===== src/rtl/oef_pkg.sv =====
// ----------------------------------------------------------------------------
// oef_pkg: shared types and constants of the one euro filter
// Widths of the shared serial arithmetic unit, its request and response
// structs, register indexes and the fixed-point constants of the filter.
// ----------------------------------------------------------------------------
package oef_pkg;

    localparam int SAMPLE_WIDTH_DEF = 32;

    // Shared arithmetic unit widths
    localparam int ACC_W = 80;
    localparam int OPB_W = 40;
    localparam int CNT_W = 7;

    // Iteration counts of each operation
    localparam logic [CNT_W-1:0] RATE_MUL_N  = 7'd20;
    localparam logic [CNT_W-1:0] RATE_DIV_N  = 7'd69;
    localparam logic [CNT_W-1:0] ALPHA_MUL_N = 7'd32;
    localparam logic [CNT_W-1:0] ALPHA_DIV_N = 7'd63;
    localparam logic [CNT_W-1:0] SMOOTH_N    = 7'd25;
    localparam logic [CNT_W-1:0] GAIN_N      = 7'd32;

    // Left shifts that align a numerator to the top of the accumulator
    localparam int RATE_ALIGN  = ACC_W - 69;
    localparam int ALPHA_ALIGN = ACC_W - 39;

    localparam logic [19:0] USEC_PER_SEC = 20'd1000000;
    localparam logic [64:0] TAU_SCALE    = 65'd10430378350;
    localparam int          ALPHA_BITS   = 24;

    localparam logic signed [47:0] RATE_MAX = 48'sh7FFF_FFFF_FFFF;
    localparam logic signed [47:0] RATE_MIN = 48'sh8000_0000_0000;

    localparam logic [31:0] FLOOR_CUTOFF_RST = 32'd65536;
    localparam logic [31:0] SPEED_GAIN_RST   = 32'd0;
    localparam logic [31:0] RATE_CUTOFF_RST  = 32'd65536;

    // Configuration register indexes
    localparam logic [1:0] CFG_FLOOR_CUTOFF = 2'd0;
    localparam logic [1:0] CFG_SPEED_GAIN   = 2'd1;
    localparam logic [1:0] CFG_RATE_CUTOFF  = 2'd2;

    typedef enum logic {
        ALU_MUL,
        ALU_DIV
    } t_alu_op;

    typedef struct packed {
        logic             start;
        t_alu_op          op;
        logic [CNT_W-1:0] count;
        logic [ACC_W-1:0] a;
        logic [OPB_W-1:0] b;
    } t_alu_req;

    typedef struct packed {
        logic             busy;
        logic             done;
        logic [ACC_W-1:0] result;
    } t_alu_rsp;

endpackage


===== src/rtl/oef_alu.sv =====
// ----------------------------------------------------------------------------
// oef_alu: shared serial multiply / divide unit
// Shift-add multiply (one multiplier bit a cycle) and restoring divide
// (one quotient bit a cycle) in one unit.
// ----------------------------------------------------------------------------
module oef_alu (
    input  logic              i_clk,
    input  logic              i_rst_n,
    input  oef_pkg::t_alu_req i_req,
    output oef_pkg::t_alu_rsp o_rsp
);

    logic                      r_busy;
    logic                      r_done;
    oef_pkg::t_alu_op          r_op;
    logic [oef_pkg::CNT_W-1:0] r_cnt;
    logic [oef_pkg::ACC_W-1:0] r_a;
    logic [oef_pkg::OPB_W-1:0] r_b;
    logic [oef_pkg::ACC_W-1:0] r_acc;
    logic [oef_pkg::OPB_W-1:0] r_rem;

    logic [oef_pkg::OPB_W:0]   w_rem_sh;
    logic [oef_pkg::OPB_W:0]   w_rem_sub;
    logic                      w_ge;

    // Restoring divide step: numerator bits come from the top of r_a
    assign w_rem_sh  = {r_rem, r_a[oef_pkg::ACC_W-1]};
    assign w_ge      = w_rem_sh >= {1'b0, r_b};
    assign w_rem_sub = w_rem_sh - {1'b0, r_b};

    always_ff @(posedge i_clk) begin
        if (!i_rst_n) begin
            r_busy <= 1'b0;
            r_done <= 1'b0;
        end else begin
            r_done <= 1'b0;
            if (!r_busy) begin
                if (i_req.start) begin
                    r_busy <= 1'b1;
                    r_op   <= i_req.op;
                    r_cnt  <= i_req.count;
                    r_a    <= i_req.a;
                    r_b    <= i_req.b;
                    r_acc  <= '0;
                    r_rem  <= '0;
                end
            end else begin
                case (r_op)
                    oef_pkg::ALU_MUL: begin
                        if (r_b[0]) begin
                            r_acc <= r_acc + r_a;
                        end
                        r_a <= r_a << 1;
                        r_b <= r_b >> 1;
                    end
                    default: begin
                        r_rem <= w_ge ? w_rem_sub[oef_pkg::OPB_W-1:0]
                                      : w_rem_sh[oef_pkg::OPB_W-1:0];
                        r_a   <= r_a << 1;
                        r_acc <= {r_acc[oef_pkg::ACC_W-2:0], w_ge};
                    end
                endcase
                r_cnt <= r_cnt - 1'b1;
                if (r_cnt == oef_pkg::CNT_W'(1)) begin
                    r_busy <= 1'b0;
                    r_done <= 1'b1;
                end
            end
        end
    end

    assign o_rsp.busy   = r_busy;
    assign o_rsp.done   = r_done;
    assign o_rsp.result = r_acc;

endmodule


===== src/rtl/one_euro_filter_top.sv =====
// ----------------------------------------------------------------------------
// one_euro_filter_top: adaptive low-pass (one euro) filter
// Sequencer and state of the filter around one shared serial unit.
// ----------------------------------------------------------------------------
// Each request carries a signed Q16.16 sample, a microsecond timestamp and a
// restart flag, and yields exactly one filtered value. The first request
// after reset, or one with restart set, seeds the filter and loads the
// sample into the output register once that register is free. Every other
// request runs all multiplies and divides one bit a cycle on the single
// shared multiply/divide unit (rate multiply 20, rate divide 69, two alpha
// multiplies of 32, two alpha divides of 63, two smoothing multiplies of 25
// and one gain multiply of 32 steps), each with an issue state and a wait
// state, plus a normalize state per alpha that halves both terms until the
// divisor is below 2^39. The next request can be taken in the cycle after
// the result is loaded. The input side stalls while a request is in work;
// a finished value waits in the output register, so the next request is
// taken while the value is still stalled downstream. Write the
// configuration registers (floor cutoff, speed gain, rate cutoff; Q16.16)
// only while the block is idle.
// ----------------------------------------------------------------------------
module one_euro_filter_top #(
    parameter int SAMPLE_WIDTH = oef_pkg::SAMPLE_WIDTH_DEF
) (
    input  logic                           i_clk,
    input  logic                           i_rst_n,
    // Configuration write port
    input  logic                           i_cfg_we,
    input  logic [1:0]                     i_cfg_index,
    input  logic [31:0]                    i_cfg_data,
    // Input channel
    input  logic                           i_in_valid,
    output logic                           o_in_stall,
    input  logic signed [SAMPLE_WIDTH-1:0] i_sample,
    input  logic [31:0]                    i_time_us,
    input  logic                           i_restart,
    // Output channel
    output logic                           o_out_valid,
    input  logic                           i_out_stall,
    output logic signed [31:0]             o_filtered
);

    typedef enum logic [3:0] {
        S_IDLE, S_DIFF, S_RMUL_GO, S_RMUL_W, S_RDIV_GO, S_RDIV_W,
        S_AMUL_GO, S_AMUL_W, S_NORM, S_ADIV_GO, S_ADIV_W,
        S_SMUL_GO, S_SMUL_W, S_CMUL_GO, S_CMUL_W, S_OUT
    } t_state;

    localparam logic [47:0] RATE_MIN_U = oef_pkg::RATE_MIN;
    localparam logic [47:0] RATE_MAX_U = oef_pkg::RATE_MAX;

    t_state r_state;

    // Configuration
    logic [31:0] r_floor_cutoff;
    logic [31:0] r_speed_gain;
    logic [31:0] r_rate_cutoff;

    // Filter state
    logic signed [SAMPLE_WIDTH-1:0] r_prev_sample;
    logic [31:0]                    r_prev_time;
    logic signed [SAMPLE_WIDTH-1:0] r_smooth_value;
    logic signed [47:0]             r_smooth_rate;
    logic                           r_seeded;

    // Working registers of one request
    logic signed [SAMPLE_WIDTH-1:0] r_x;
    logic [31:0]                    r_t;
    logic [31:0]                    r_dt;
    logic [48:0]                    r_diff_mag;
    logic                           r_diff_neg;
    logic signed [47:0]             r_rate;
    logic [31:0]                    r_cutoff;
    logic                           r_phase;   // 0: rate, 1: value
    logic [63:0]                    r_m;
    logic [64:0]                    r_d;
    logic [24:0]                    r_alpha;
    logic [48:0]                    r_dmag;
    logic                           r_dneg;

    // Output register
    logic                           r_out_valid;
    logic signed [31:0]             r_filtered;

    oef_pkg::t_alu_req w_req;
    oef_pkg::t_alu_rsp w_rsp;

    logic [31:0]        w_raw_dt;
    logic [31:0]        w_dt;
    logic signed [49:0] w_diff;
    logic signed [49:0] w_delta;
    logic [79:0]        w_res;
    logic [47:0]        w_rate_sat;
    logic [48:0]        w_step;
    logic signed [49:0] w_new_rate;
    logic signed [49:0] w_new_value;
    logic [47:0]        w_rate_mag;
    logic [63:0]        w_extra;
    logic [31:0]        w_limit;
    logic [31:0]        w_new_cutoff;
    logic [63:0]        w_value_ext;

    oef_alu u_alu (
        .i_clk  (i_clk),
        .i_rst_n(i_rst_n),
        .i_req  (w_req),
        .o_rsp  (w_rsp)
    );

    assign w_res = w_rsp.result;

    // Clamp time going backwards or standing still to 1 us
    assign w_raw_dt = r_t - r_prev_time;
    assign w_dt     = (w_raw_dt == '0 || w_raw_dt[31]) ? 32'd1 : w_raw_dt;
    assign w_diff   = 50'(r_x) - 50'(r_prev_sample);

    // Saturate the rate quotient to the 48-bit signed range
    always_comb begin
        if (|w_res[79:47]) begin
            w_rate_sat = r_diff_neg ? RATE_MIN_U : RATE_MAX_U;
        end else begin
            w_rate_sat = r_diff_neg ? 48'(-w_res[47:0]) : w_res[47:0];
        end
    end

    // Distance from the smoothed value to its target
    assign w_delta = r_phase ? (50'(r_x) - 50'(r_smooth_value))
                             : (50'(r_rate) - 50'(r_smooth_rate));

    // Step toward the target, rounded toward zero
    assign w_step      = w_res[oef_pkg::ALPHA_BITS +: 49];
    assign w_new_rate  = r_dneg ? 50'(r_smooth_rate) - 50'(w_step)
                                : 50'(r_smooth_rate) + 50'(w_step);
    assign w_new_value = r_dneg ? 50'(r_smooth_value) - 50'(w_step)
                                : 50'(r_smooth_value) + 50'(w_step);

    assign w_rate_mag = r_smooth_rate[47] ? 48'(-r_smooth_rate) : r_smooth_rate;

    // Value cutoff: floor cutoff plus gain times rate magnitude, saturated
    assign w_extra      = w_res[79:16];
    assign w_limit      = 32'hFFFF_FFFF - r_floor_cutoff;
    assign w_new_cutoff = (w_extra > 64'(w_limit)) ? 32'hFFFF_FFFF
                                                   : r_floor_cutoff + w_extra[31:0];

    assign w_value_ext = 64'($unsigned(r_smooth_value));

    // Requests to the shared unit
    always_comb begin
        w_req       = '0;
        w_req.op    = oef_pkg::ALU_MUL;
        unique case (r_state)
            S_RMUL_GO: begin
                w_req.start = 1'b1;
                w_req.count = oef_pkg::RATE_MUL_N;
                w_req.a     = 80'(r_diff_mag);
                w_req.b     = 40'(oef_pkg::USEC_PER_SEC);
            end
            S_RDIV_GO: begin
                w_req.start = 1'b1;
                w_req.op    = oef_pkg::ALU_DIV;
                w_req.count = oef_pkg::RATE_DIV_N;
                w_req.a     = w_res << oef_pkg::RATE_ALIGN;
                w_req.b     = 40'(r_dt);
            end
            S_AMUL_GO: begin
                w_req.start = 1'b1;
                w_req.count = oef_pkg::ALPHA_MUL_N;
                w_req.a     = 80'(r_cutoff);
                w_req.b     = 40'(r_dt);
            end
            S_ADIV_GO: begin
                w_req.start = 1'b1;
                w_req.op    = oef_pkg::ALU_DIV;
                w_req.count = oef_pkg::ALPHA_DIV_N;
                w_req.a     = 80'(r_m[38:0]) << oef_pkg::ALPHA_ALIGN;
                w_req.b     = 40'(r_d[38:0]);
            end
            S_SMUL_GO: begin
                w_req.start = 1'b1;
                w_req.count = oef_pkg::SMOOTH_N;
                w_req.a     = 80'(r_dmag);
                w_req.b     = 40'(r_alpha);
            end
            S_CMUL_GO: begin
                w_req.start = 1'b1;
                w_req.count = oef_pkg::GAIN_N;
                w_req.a     = 80'(w_rate_mag);
                w_req.b     = 40'(r_speed_gain);
            end
            default: begin
                w_req.start = 1'b0;
            end
        endcase
    end

    always_ff @(posedge i_clk) begin
        if (!i_rst_n) begin
            r_state        <= S_IDLE;
            r_floor_cutoff <= oef_pkg::FLOOR_CUTOFF_RST;
            r_speed_gain   <= oef_pkg::SPEED_GAIN_RST;
            r_rate_cutoff  <= oef_pkg::RATE_CUTOFF_RST;
            r_prev_sample  <= '0;
            r_prev_time    <= '0;
            r_smooth_value <= '0;
            r_smooth_rate  <= '0;
            r_seeded       <= 1'b0;
            r_out_valid    <= 1'b0;
        end else begin
            // Configuration writes; ignore indexes beyond the list
            if (i_cfg_we) begin
                unique case (i_cfg_index)
                    oef_pkg::CFG_FLOOR_CUTOFF: r_floor_cutoff <= i_cfg_data;
                    oef_pkg::CFG_SPEED_GAIN:   r_speed_gain   <= i_cfg_data;
                    oef_pkg::CFG_RATE_CUTOFF:  r_rate_cutoff  <= i_cfg_data;
                    default: ;
                endcase
            end

            // Drop the output once taken downstream, unless refilled below
            if (r_out_valid && !i_out_stall && r_state != S_OUT) begin
                r_out_valid <= 1'b0;
            end

            unique case (r_state)
                S_IDLE: begin
                    if (i_in_valid) begin
                        r_x <= i_sample;
                        r_t <= i_time_us;
                        if (!r_seeded || i_restart) begin
                            // Seed: pass the sample through, zero the rate
                            r_prev_sample  <= i_sample;
                            r_prev_time    <= i_time_us;
                            r_smooth_value <= i_sample;
                            r_smooth_rate  <= '0;
                            r_seeded       <= 1'b1;
                            r_state        <= S_OUT;
                        end else begin
                            r_state <= S_DIFF;
                        end
                    end
                end
                S_DIFF: begin
                    r_dt       <= w_dt;
                    r_diff_neg <= w_diff[49];
                    r_diff_mag <= w_diff[49] ? 49'(-w_diff) : 49'(w_diff);
                    r_state    <= S_RMUL_GO;
                end
                S_RMUL_GO: r_state <= S_RMUL_W;
                S_RMUL_W: begin
                    if (w_rsp.done) begin
                        r_state <= S_RDIV_GO;
                    end
                end
                S_RDIV_GO: r_state <= S_RDIV_W;
                S_RDIV_W: begin
                    if (w_rsp.done) begin
                        r_rate   <= w_rate_sat;
                        r_phase  <= 1'b0;
                        r_cutoff <= r_rate_cutoff;
                        r_state  <= S_AMUL_GO;
                    end
                end
                S_AMUL_GO: r_state <= S_AMUL_W;
                S_AMUL_W: begin
                    if (w_rsp.done) begin
                        r_m     <= w_res[63:0];
                        r_d     <= 65'(w_res[63:0]) + oef_pkg::TAU_SCALE;
                        r_state <= S_NORM;
                    end
                end
                S_NORM: begin
                    // Shift both terms until the divisor fits in 39 bits
                    if (r_d[64:39] != '0) begin
                        r_m <= r_m >> 1;
                        r_d <= r_d >> 1;
                    end else begin
                        r_state <= S_ADIV_GO;
                    end
                end
                S_ADIV_GO: r_state <= S_ADIV_W;
                S_ADIV_W: begin
                    if (w_rsp.done) begin
                        r_alpha <= w_res[24:0];
                        r_dneg  <= w_delta[49];
                        r_dmag  <= w_delta[49] ? 49'(-w_delta) : 49'(w_delta);
                        r_state <= S_SMUL_GO;
                    end
                end
                S_SMUL_GO: r_state <= S_SMUL_W;
                S_SMUL_W: begin
                    if (w_rsp.done) begin
                        if (!r_phase) begin
                            r_smooth_rate <= w_new_rate[47:0];
                            r_state       <= S_CMUL_GO;
                        end else begin
                            r_smooth_value <= w_new_value[SAMPLE_WIDTH-1:0];
                            r_prev_sample  <= r_x;
                            r_prev_time    <= r_t;
                            r_state        <= S_OUT;
                        end
                    end
                end
                S_CMUL_GO: r_state <= S_CMUL_W;
                S_CMUL_W: begin
                    if (w_rsp.done) begin
                        r_cutoff <= w_new_cutoff;
                        r_phase  <= 1'b1;
                        r_state  <= S_AMUL_GO;
                    end
                end
                S_OUT: begin
                    // Hold until the output register is free
                    if (!r_out_valid || !i_out_stall) begin
                        r_filtered  <= w_value_ext[31:0];
                        r_out_valid <= 1'b1;
                        r_state     <= S_IDLE;
                    end
                end
                default: r_state <= S_IDLE;
            endcase
        end
    end

    assign o_in_stall  = (r_state != S_IDLE);
    assign o_out_valid = r_out_valid;
    assign o_filtered  = r_filtered;

endmodule


===== config.mk =====
export PLATFORM = sky130hd
export DESIGN_NAME = one_euro_filter_top
export DESIGN_NICKNAME = d
export VERILOG_FILES = /design/src/rtl/oef_pkg.sv /design/src/rtl/oef_alu.sv /design/src/rtl/one_euro_filter_top.sv
export SDC_FILE = /design/constraint.sdc
export NUM_CORES = 2
export LEC_CHECK = 0
export BUFFER_PORTS_ARGS = -buffer_cell sky130_fd_sc_hd__buf_4
export CAP_MARGIN = 40
export CORE_ASPECT_RATIO = 1.1
export CORE_MARGIN = 3
export CORE_UTILIZATION = 55
export DETAILED_ROUTE_END_ITERATION = 6
export GPL_ROUTABILITY_DRIVEN = 0
export HOLD_SLACK_MARGIN = 0.12
export PLACE_DENSITY = 0.71
export SYNTH_ARGS = -nofsm -noshare
export SYNTH_HDL_FRONTEND = slang
export SYNTH_SLANG_ARGS = --single-unit

===== constraint.sdc =====
create_clock -name i_clk -period 18.4 [get_ports i_clk]
set_input_delay 5.52 -clock i_clk [delete_from_list [all_inputs] [get_ports i_clk]]
set_output_delay 5.52 -clock i_clk [all_outputs]
set_load 0.02 [all_outputs]

==> metrics.txt <==
I/O Buffers 137; failing checks design-rule violations; Die Width 336 um; layout cells sized above 1 7.78%; Slowest cell on crit path dfxtp_1; clk_lat worst skew 0.72 ns; r2r worst-path depth 21; outcome finished with violations; Post-Layout Inst Area 72100 um^2; nets 7913; Worst-Margin Slew 1.03 ns; DRC 20; Tot Pwr 0.0114 W; Die ar. 124000 um^2; initial antenna violation count 11; Seq/Total Area, Yosys 40.0%; Rel. slew slack 30.8%; PwrDens 157 nW/um^2; CP Max Fanout 13; Main synth FF type edfxtp_1; Clk Tree Root Cell clkbuf_16; Critical Path AT 2.28 ns; GRT overflow 0; final hold violation count 0; setup violators final 0; FF+latch count, synth 958; Rows 132; DP Wirelength 165 mm; period utilization 42.4%; FFs w/ async S/R, synth 0%; Mapped Cells 7432; H-tree depth 3; Synth top area share 32.4%; Critical Path RT 12.88 ns; Post-synth EDFFs 710; drt pass-1 iters 7; detail-routed via count per cell 6.59; FF+latch area 26300 um^2; Hold EP r_speed_gain[26]; die height 369 um; max frequency 128 MHz; Clock transition at path regs 0.06 ns; Vias 59700; classification of the worst-slack hold path reg -> reg; Top delay family on crit path simple AND/OR/NAND/NOR gates; CTS buffer count 103; Critical Path, Cell by Cell or2_2 -> nor3_1 -> inv_1 -> buf_4; core area 118000 um^2; crit path launch type flop; WP buf/inv 2; antenna viol nets, final 0; WS Path Type reg -> out; P&R area growth vs syn 9.70%; post_cts resized 0; CP Capture Type output pin; Worst Hold Depth 2; flop-to-flop setup slack 10.83 ns; number of global-route vias before repair 55800; routed len/inst 24.8 um; Post-CTS Setup Inserts 0; MaxCap Viol Count 0; reg2reg end r_smooth_rate[40]; Largest stage delay, worst path 0.43 ns; syn_area_per_cell 8.85 um^2; largest net degree at the start of global routing 87; most common cell after layout, fill and taps aside nand2_1; fin crit period 7.80 ns; DRT iter0 DRCs 8217; WHS 0.468 ns; multi-input logic area 36900 um^2; TritonCTS clock tree yes; hold path start r_speed_gain[26]; VDD IR-drop max 0.112 mV; FILL cells 10200; Final Skew 0.0278 ns; I/O pins 138; CTS hold repair buffers 0; global-route wire length before repair 337 mm; synth top area cells edfxtp_1 (32%), dfxtp_1 (7.5%), ha_1 (7.3%), nand2_1 (6.0%), xnor2_1 (4.5%); synth unique cells 94; setup TNS 0 ns; Post-Route WL 224 mm; Synth area leader edfxtp_1; reg-to-reg critical path startpoint u_alu.r_acc[27]; most frequent cells in the layout nand2_1 (1054), edfxtp_1 (710), a21oi_1 (567); final slew viol count 0; area post-placement 68600 um^2; clk buf depth 3; area of the mapped netlist 65800 um^2; All-Layer GR Usage 35.4%; LEAKAGE 28.1 nW; RSZ-0062 raised after global routing false; initial core utilization 55.6%; CTS Sinks 958; Yosys warnings 0
-- sequential cells by signal, indices dropped and copies added (netlist names), 39 cells and up --
register and count:
r_d 65, r_rate 48, r_dmag 49, r_diff_mag 49, u_alu.r_a 80, r_smooth_rate 48, u_alu.r_b 39, r_m 64
u_alu.r_rem 40, u_alu.r_acc 80
-- metal layers --
metal,wire (um),global-route usage [%],up-vias
met3,25000,7.63,712
met4,14100,19.3,8
met1,86300,46.3,28400
li1,-,-,27200
met5,68,0,-
met2,99000,54.7,3362
-- power by group --
group / switching (W) / internal [W]
Clock: 0.000937 / 0.00123
Sequential: 0.000357 / 0.00299
Combinational: 0.00374 / 0.00210
Total: 0.00504 / 0.00632
-- worst reg2reg max path, stage by stage (launching register included) --
cell      delay [ns]
edfxtp_1        0.39
nor2_1          0.61
nand2_1         0.21
or3_1           0.40
or3_1           0.41
nor3b_1         0.86
and3b_1         0.33
nor2_1          0.06
xnor2_1         0.58
ha_1            0.41
and4_1          0.26
nand2_1         0.10
or2_2           0.14
o21ai_0         0.11
o21ai_0         0.41
a31oi_1         0.32
a311oi_1        0.69
o21ai_0         0.34
or3_1           0.37
a31oi_1         0.19
xor2_1          0.15
o21ai_0         0.08
-- cell usage after synthesis (49+ instances only) --
cell	instances
a221oi_1	51
clkbuf_1	391
a21boi_0	122
nor2b_1	108
nor4_1	49
and3_1	50
a22oi_1	76
nand2_1	1056
a22o_1	116
nand4_1	80
o211a_1	76
xnor2_1	336
edfxtp_1	710
nand3_1	174
nand2b_1	54
nor3_1	123
o31ai_1	53
xor2_1	170
a21o_1	205
o211ai_1	50
or3_1	72
o21bai_1	53
a21oi_1	568
a31oi_1	88
dfxtp_1	248
o21ai_0	493
nor2_1	494
ha_1	383
o21a_1	69
inv_1	325
-- stage by stage --
step | setup WS, ns | util, % | std cells
after CTS | 10.62 | 61.0 | 9046
after global routing | 10.46 | 61.0 | 9047
after detailed placement | 10.21 | 58.0 | 8852
after global placement | 10.08 | 57.8 | 8832
after floorplan | 1.98 | - | 7448
final | 10.60 | 61.0 | 9051
-- area by class of cell --
class                      instances  share of cell area, %
timing repair buffer             290                   3.22
antenna                            4                 0.0139
tap                             1541                   2.67
multi-input combinational       5737                   51.1
inverter                         327                   1.71
sequential                       958                   36.4
clock inverter                    56                  0.784
clock buffer                     138                   4.06
-- how the worst max path moves through the flow --
stage                from            endpoint  slack (ns)  cells after the start
4_1_cts        r_state[0]          o_in_stall       10.62                      4
3_5_place_dp    i_restart  r_smooth_value[30]       10.21                      9
5_1_grt        r_state[0]          o_in_stall       10.46                      4
3_3_place_gp    i_restart  r_smooth_value[29]       10.08                      9
2_1_floorplan     i_rst_n              r_d[0]        1.98                      4
6_report       r_state[0]          o_in_stall       10.60                      4
-- cells by family (layout without fill, tap and decap cells) --
family | after synthesis | after routing | share of synthesized area (%)
AO/OA/AOI/OAI | 2332 | 2332 | 23.5
XOR/XNOR | 506 | 506 | 6.74
adder cells (fa/ha/maj) | 392 | 392 | 7.56
buffers and inverters | 753 | 811 | 4.31
flip-flops | 958 | 958 | 40.0
multiplexers | 46 | 46 | 0.713
other | 1 | 21 | 0.00570
AND/OR/NAND/NOR | 2444 | 2444 | 17.2
Power figures use the tool's default switching activity.
